`config.mk`:
```
export PLATFORM = sky130hd
export DESIGN_NAME = date_difference_in_days
export DESIGN_NICKNAME = d
export VERILOG_FILES = /design/src/design/ddd_pkg.sv /design/src/design/ddd_lane.sv /design/src/design/ddd_merge.sv /design/src/design/date_difference_in_days.sv
export SDC_FILE = /design/constraint.sdc
export NUM_CORES = 2
export LEC_CHECK = 0
export ABC_AREA = 1
export BUFFER_PORTS_ARGS = -buffer_cell sky130_fd_sc_hd__buf_4
export CAP_MARGIN = 20
export CORE_UTILIZATION = 55
export CTS_CLUSTER_SIZE = 12
export DETAILED_ROUTE_END_ITERATION = 8
export PLACE_DENSITY = 0.71
export SYNTH_ARGS = -nofsm -noshare
export SYNTH_HDL_FRONTEND = slang
export SYNTH_SLANG_ARGS = --single-unit
```
`constraint.sdc`:
```
create_clock -name clk -period 23.1 [get_ports clk]
set_clock_uncertainty 0.05 [all_clocks]
set_input_delay 3.465 -clock clk [delete_from_list [all_inputs] [get_ports clk]]
set_output_delay 3.465 -clock clk [all_outputs]
set_load 0.005 [all_outputs]
```
`src/design/ddd_pkg.sv`:
```
// ----------------------------------------------------------------------------
// ddd_pkg
// Types, constants and calendar tables for the date difference block.
// ----------------------------------------------------------------------------
package ddd_pkg;

  localparam int DAY_W   = 7;
  localparam int MONTH_W = 7;
  localparam int YEAR_W  = 14;
  localparam int DNUM_W  = 23;
  localparam int DIFF_W  = 23;
  localparam int ORDER_W = 2;
  localparam int IN_W    = 56;
  localparam int OUT_W   = 32;

  // floor(x / 100) == (x * DIV100_MUL) >> DIV100_SHIFT for x below 43699
  localparam logic [12:0] DIV100_MUL   = 13'd5243;
  localparam int          DIV100_SHIFT = 19;

  localparam logic signed [DIFF_W:0] DIFF_LIMIT = 24'sd3652425;

  localparam logic [ORDER_W-1:0] ORDER_EARLIER = 2'd0;
  localparam logic [ORDER_W-1:0] ORDER_EQUAL   = 2'd1;
  localparam logic [ORDER_W-1:0] ORDER_LATER   = 2'd2;

  localparam logic [3:0] MONTH_FEB = 4'd1;  // zero-based index

  typedef struct packed {
    logic en_s1;
    logic en_s2;
  } ddd_ctrl_t;

  function automatic logic [8:0] month_start(input logic [3:0] idx);
    logic [8:0] r;
    case (idx)
      4'd0:    r = 9'd0;
      4'd1:    r = 9'd31;
      4'd2:    r = 9'd59;
      4'd3:    r = 9'd90;
      4'd4:    r = 9'd120;
      4'd5:    r = 9'd151;
      4'd6:    r = 9'd181;
      4'd7:    r = 9'd212;
      4'd8:    r = 9'd243;
      4'd9:    r = 9'd273;
      4'd10:   r = 9'd304;
      4'd11:   r = 9'd334;
      default: r = 9'd0;
    endcase
    return r;
  endfunction

  function automatic logic [4:0] month_len(input logic [3:0] idx, input logic leap);
    logic [4:0] r;
    case (idx)
      4'd1:                  r = leap ? 5'd29 : 5'd28;
      4'd3, 4'd5, 4'd8, 4'd10: r = 5'd30;
      default:               r = 5'd31;
    endcase
    return r;
  endfunction

endpackage

```
`src/design/ddd_lane.sv`:
```
// ----------------------------------------------------------------------------
// ddd_lane
// One date: validity check and day number, two register stages.
// ----------------------------------------------------------------------------
module ddd_lane
  import ddd_pkg::*;
(
  input  logic               clk,
  input  ddd_ctrl_t          ctrl,
  input  logic [DAY_W-1:0]   day,
  input  logic [MONTH_W-1:0] month,
  input  logic [YEAR_W-1:0]  year,
  output logic [DNUM_W-1:0]  day_num,
  output logic               date_ok
);

  // stage 1 combinational
  logic [14:0] y_p99;
  logic [14:0] y_p399;
  logic [12:0] y_p399_q4;
  logic [27:0] p100;
  logic [25:0] p400;
  logic [26:0] pq;

  // stage 1 registers
  logic [YEAR_W-1:0] s1_year;
  logic [12:0]       s1_y4;
  logic [7:0]        s1_c100;
  logic [5:0]        s1_c400;
  logic [7:0]        s1_q100;
  logic [3:0]        s1_midx;
  logic              s1_mok;
  logic [DAY_W-1:0]  s1_day;

  // stage 2 combinational
  logic             leap;
  logic [4:0]       mlen;
  logic             ok_next;
  logic [DNUM_W-1:0] dn_next;
  logic             adj;

  always_comb begin
    y_p99     = {1'b0, year} + 15'd99;
    y_p399    = {1'b0, year} + 15'd399;
    y_p399_q4 = y_p399[14:2];
    p100      = 28'(y_p99) * 28'(DIV100_MUL);
    p400      = 26'(y_p399_q4) * 26'(DIV100_MUL);
    pq        = 27'(year) * 27'(DIV100_MUL);
  end

  always_ff @(posedge clk) begin
    if (ctrl.en_s1) begin
      s1_year <= year;
      s1_y4   <= 13'(({1'b0, year} + 15'd3) >> 2);
      s1_c100 <= p100[DIV100_SHIFT +: 8];
      s1_c400 <= p400[DIV100_SHIFT +: 6];
      s1_q100 <= pq[DIV100_SHIFT +: 8];
      s1_midx <= 4'(month - 7'd1);
      s1_mok  <= (month >= 7'd1) && (month <= 7'd12);
      s1_day  <= day;
    end
  end

  always_comb begin
    // divisible by 4, and either not by 100 or the century by 4
    leap = (s1_year[1:0] == 2'b00) &&
           ((14'(s1_q100) * 14'd100 != s1_year) || (s1_q100[1:0] == 2'b00));
    mlen = month_len(s1_midx, leap);
    ok_next = s1_mok && (s1_day != '0) && (s1_day <= DAY_W'(mlen));
    adj = leap && (s1_midx > MONTH_FEB);
    dn_next = DNUM_W'(s1_year) * DNUM_W'(365) + DNUM_W'(s1_y4) - DNUM_W'(s1_c100)
            + DNUM_W'(s1_c400) + DNUM_W'(month_start(s1_midx)) + DNUM_W'(s1_day)
            + DNUM_W'(adj);
  end

  always_ff @(posedge clk) begin
    if (ctrl.en_s2) begin
      day_num <= dn_next;
      date_ok <= ok_next;
    end
  end

endmodule

```
`src/design/ddd_merge.sv`:
```
// ----------------------------------------------------------------------------
// ddd_merge
// Combines the two lanes: difference, order, saturation, output register.
// ----------------------------------------------------------------------------
module ddd_merge
  import ddd_pkg::*;
(
  input  logic                     clk,
  input  logic                     en,
  input  logic [DNUM_W-1:0]        dn_first,
  input  logic                     ok_first,
  input  logic [DNUM_W-1:0]        dn_second,
  input  logic                     ok_second,
  output logic signed [DIFF_W-1:0] day_difference,
  output logic [ORDER_W-1:0]       order,
  output logic                     dates_valid
);

  logic signed [DIFF_W:0]  diff;
  logic signed [DIFF_W:0]  sat;
  logic                    ok;
  logic [ORDER_W-1:0]      ord;

  always_comb begin
    diff = $signed({1'b0, dn_second}) - $signed({1'b0, dn_first});
    ok   = ok_first && ok_second;
    if (diff > DIFF_LIMIT) begin
      sat = DIFF_LIMIT;
    end else if (diff < -DIFF_LIMIT) begin
      sat = -DIFF_LIMIT;
    end else begin
      sat = diff;
    end
    if (!ok || diff == '0) begin
      ord = ORDER_EQUAL;
    end else if (diff[DIFF_W]) begin
      ord = ORDER_LATER;
    end else begin
      ord = ORDER_EARLIER;
    end
  end

  always_ff @(posedge clk) begin
    if (en) begin
      day_difference <= ok ? sat[DIFF_W-1:0] : '0;
      order          <= ord;
      dates_valid    <= ok;
    end
  end

endmodule

```
`src/design/date_difference_in_days.sv`:
```
// ----------------------------------------------------------------------------
// date_difference_in_days
// Days between two Gregorian dates, with order and validity.
// ----------------------------------------------------------------------------
// Input channel s_axis carries one date pair per item; output channel m_axis
// returns one result per item, in order. Two lanes, one per date, check the
// date and form its day number; a merge stage subtracts, saturates to
// +/-3652425 days and gives the order. An invalid date gives a difference of
// 0, order equal and dates_valid low.
// Path: lane stage 1, lane stage 2, output register. Throughput: one item per
// cycle unless m_axis stalls; lane stages and output register hold one each.
// A stall on m_axis holds the result in the output register; items still
// enter until the two lane stages behind it are full, then s_axis_tready
// drops. Bubbles are squeezed out as the pipeline refills.
// Reset (rst, synchronous) empties the pipeline: m_axis_tvalid goes low and
// s_axis_tready is high in the first cycle after reset.
// ----------------------------------------------------------------------------
module date_difference_in_days
  import ddd_pkg::*;
(
  input  logic             clk,
  input  logic             rst,
  input  logic             s_axis_tvalid,
  output logic             s_axis_tready,
  // first_day[6:0], first_month[13:7], first_year[27:14],
  // second_day[34:28], second_month[41:35], second_year[55:42]
  input  logic [IN_W-1:0]  s_axis_tdata,
  output logic             m_axis_tvalid,
  input  logic             m_axis_tready,
  // day_difference[22:0] (signed), order[24:23], dates_valid[25], zero above
  output logic [OUT_W-1:0] m_axis_tdata
);

  logic v1;
  logic v2;
  logic vo;
  logic rdy_out;
  logic rdy2;
  logic rdy1;

  ddd_ctrl_t ctrl;

  logic [DNUM_W-1:0]        dn_a;
  logic [DNUM_W-1:0]        dn_b;
  logic                     ok_a;
  logic                     ok_b;
  logic signed [DIFF_W-1:0] day_difference;
  logic [ORDER_W-1:0]       order;
  logic                     dates_valid;

  always_comb begin
    rdy_out    = !vo || m_axis_tready;
    rdy2       = !v2 || rdy_out;
    rdy1       = !v1 || rdy2;
    ctrl.en_s1 = rdy1;
    ctrl.en_s2 = rdy2;
  end

  assign s_axis_tready = rdy1;
  assign m_axis_tvalid = vo;
  assign m_axis_tdata  = {{(OUT_W - DIFF_W - ORDER_W - 1){1'b0}}, dates_valid, order,
                          day_difference};

  always_ff @(posedge clk) begin
    if (rst) begin
      v1 <= 1'b0;
      v2 <= 1'b0;
      vo <= 1'b0;
    end else begin
      if (rdy1) begin
        v1 <= s_axis_tvalid;
      end
      if (rdy2) begin
        v2 <= v1;
      end
      if (rdy_out) begin
        vo <= v2;
      end
    end
  end

  ddd_lane u_lane_first (
    .clk     (clk),
    .ctrl    (ctrl),
    .day     (s_axis_tdata[6:0]),
    .month   (s_axis_tdata[13:7]),
    .year    (s_axis_tdata[27:14]),
    .day_num (dn_a),
    .date_ok (ok_a)
  );

  ddd_lane u_lane_second (
    .clk     (clk),
    .ctrl    (ctrl),
    .day     (s_axis_tdata[34:28]),
    .month   (s_axis_tdata[41:35]),
    .year    (s_axis_tdata[55:42]),
    .day_num (dn_b),
    .date_ok (ok_b)
  );

  ddd_merge u_merge (
    .clk            (clk),
    .en             (rdy_out),
    .dn_first       (dn_a),
    .ok_first       (ok_a),
    .dn_second      (dn_b),
    .ok_second      (ok_b),
    .day_difference (day_difference),
    .order          (order),
    .dates_valid    (dates_valid)
  );

endmodule

```
==> impl_metrics.json <==
{
  "status": "finished clean",
  "clk_latency_ns": 0.57,
  "die_width_microns": 279,
  "grt_usage_pct": 24.7,
  "r2r_setup_slack_ns": 14.46,
  "path_buf_inv": 5,
  "n_fill_cell": 6570,
  "hold_path_depth": 2,
  "num_vias": 29200,
  "wl_per_cell_microns": 16.2,
  "post-route-period-util_pct": 41.8,
  "cts_resized": 0,
  "synthCells": 4527,
  "critPathKind": "in -> out",
  "core_area_sq_um": 76100,
  "clockBufferDepth": 3,
  "cp_data_arrival_time_ns": 6.15,
  "cp_max_fo": 100,
  "io_buffer_count": 87,
  "grt_max_degree": 101,
  "yosysSeqAreaShare_pct": 14.9,
  "yosysTopAreaCell": "ha_1",
  "critical_path_required_ns": 19.59,
  "path_clk_slew_ns": 0.06,
  "r2r_end": "u_lane_first.day_num[21]",
  "place.gp.congestion": 0.949,
  "first_pass_iters": 5,
  "antenna_found_initial": 2,
  "synth.top_cell.area_share_pct": 27.4,
  "die_y_microns": 279,
  "regToRegStartpoint": "u_lane_first.s1_q100[2]",
  "cts-buffers-inserted": 28,
  "fin_nets": 6198,
  "synth_commonest_cells": "inv_1, ha_1, fa_1, nand2_1, a21oi_1",
  "grt_setup_unrepaired": "false",
  "startpoint_type": "primary input",
  "holdPathEnd": "v2",
  "ioPinCount": 94,
  "synthesis.area_sq_um": 42300,
  "synthArstFlopShare_pct": 0,
  "synth_edf_count": 196,
  "worstMarginPinSlew_ns": 1.00,
  "holdWs_ns": 0.411,
  "routed_via_density": 5.12,
  "cts-root-buf": "clkbuf_16",
  "initial_core_util_pct": 55.7,
  "reg2reg_depth": 34,
  "maxSlewViolCount": 0,
  "fmax_ghz": 0.103,
  "die-area_sq_um": 78100,
  "hold_buffers": 0,
  "ant_nets": 0,
  "crit_top_cell": "nor2_1",
  "slew_headroom_pct": 33.1,
  "crit_path_cell_trace": "buf_4 > nor2_1 > inv_1 > nor2_1 > inv_2 > nor2_1 > inv_6 > buf_4",
  "num_rows": 101,
  "drtIter0Drc": 1384,
  "clock_sinks": 217,
  "area_growth_pct": 6.71,
  "crit_path_top_delay_cell": "inv_2",
  "totalWireLength_microns": 92100,
  "cp_top_family": "buffers and inverters",
  "cp.depth": 8,
  "hold_path.class": "reg -> reg",
  "hpwl_microns": 81700,
  "maxCapViolCount": 0,
  "cts_setup_buffers": 0,
  "ys.flop_type": "edfxtp_1",
  "worst_setup_path_end_kind": "primary output",
  "cts_tree": "built",
  "critPathLaunch": "m_axis_tready",
  "grt_overflow": 0,
  "drc": 0,
  "synthTopCellsByArea": "ha_1, fa_1, edfxtp_1",
  "ys_ff_latch": 217,
  "htree_levels": 1,
  "drive_gt1_share_pct": 4.23,
  "grt_pass1_vias": 30700,
  "synth.distinct_cells": 50,
  "synth_most_common_cell": "inv_1",
  "critical-path-max-stage-delay_ns": 0.72,
  "grt_pass1_wl_microns": 153000,
  "tns_ns": 0,
  "period_needed_ns": 9.66,
  "worstHoldStart": "v1",
  "setup-violations-final": 0,
  "hold_viol": 0,
  "yosys_warnings": 0,
  "syn_area_per_cell_sq_um": 9.35
}
==> flip-flops by register name, indices dropped and copies added, names as in the netlist, 13 cells and up, named ones only <==
name	cells
u_lane_first.day_num	23
u_lane_second.day_num	23
u_merge.day_difference	23
u_lane_first.s1_year	14
u_lane_second.s1_year	14
u_lane_first.s1_y4	13
u_lane_second.s1_y4	13
==> worst reg2reg max path: cells and delay by family, from the launching register on <==
kind,cells,cell delay [ns]
fa+ha+maj,11,4.23
compound gates,11,2.18
simple gates,5,0.80
flops,1,0.47
buf+inv,6,0.38
xor+xnor,1,0.29
==> routing by layer <==
layer,routed length (microns),GRT usage [%],up-vias,part of all wire (%)
met5,0,0,-,0
met4,1650,4.60,0,1.8
met3,4870,3.73,95,5.3
met2,42800,41.6,559,47
met1,42700,33.9,14100,46
li1,-,-,14400,-
==> per-stage QoR <==
| step | worst slack [ns] | cell area, sq um | cells | utilization (%) |
|---|---|---|---|---|
| floorplan | 10.66 | 42400 | 4532 | - |
| global placement | 13.29 | 44300 | 5640 | 58.2 |
| detailed placement | 13.15 | 44300 | 5640 | 58.2 |
| CTS | 13.24 | 45200 | 5689 | 59.4 |
| global route | 13.07 | 45200 | 5689 | 59.4 |
| finish | 13.44 | 45200 | 5690 | 59.4 |
==> cell usage in the layout, fill, tap and decap left out, types with 5 or more instances in the layout <==
master,count
inv_1,1246
ha_1,929
fa_1,569
nand2_1,474
a21oi_1,220
edfxtp_1,196
nor2_1,166
xor2_1,155
nand3_1,115
o21ai_0,114
buf_4,92
xnor2_1,51
clkbuf_16,29
nand4_1,28
nand2_2,22
o21bai_1,21
nor3_1,21
dfxtp_1,21
nor4_1,19
a31oi_1,14
a211oi_1,12
a21o_1,12
o21a_1,11
o211ai_1,10
a21oi_2,10
or2_2,7
o22ai_1,7
o221ai_1,7
nor2_2,7
nor3b_1,6
conb_1,6
o2111ai_1,5
o31ai_1,5
nand3_2,5
==> cells by family (layout without fill, tap and decap cells) <==
kind of cell    Yosys count  in the layout  synth area share [%]
other cells               1              7               0.00886
simple gates            879            879                  8.94
xor+xnor                206            206                  4.26
buf+inv                1264           1391                  11.3
fa+ha+maj              1498           1498                  54.3
flops                   217            217                  14.9
compound gates          462            462                  6.24
==> layout make-up <==
cell class	instances	area, sq um	share of cell area (%)
Clock inverter	16	196	0.435
Multi-Input combinational cell	3051	31300	69.2
Sequential cell	217	6310	14.0
Inverter	1250	4700	10.4
Clock buffer	33	741	1.64
Antenna cell	1	2.50	0.00554
Timing Repair Buffer	92	691	1.53
Tap cell	1030	1290	2.85
==> worst max path at each step <==
stage | end | slack (ns)
2_1_floorplan | s_axis_tready | 10.66
4_1_cts | s_axis_tready | 13.24
3_5_place_dp | u_lane_first.s1_c400[3] | 13.15
3_3_place_gp | s_axis_tready | 13.29
6_report | s_axis_tready | 13.44
5_1_grt | s_axis_tready | 13.07
Power is not shown: default switching activity piles up to over one toggle a cycle in this logic, so the estimate is an artifact.
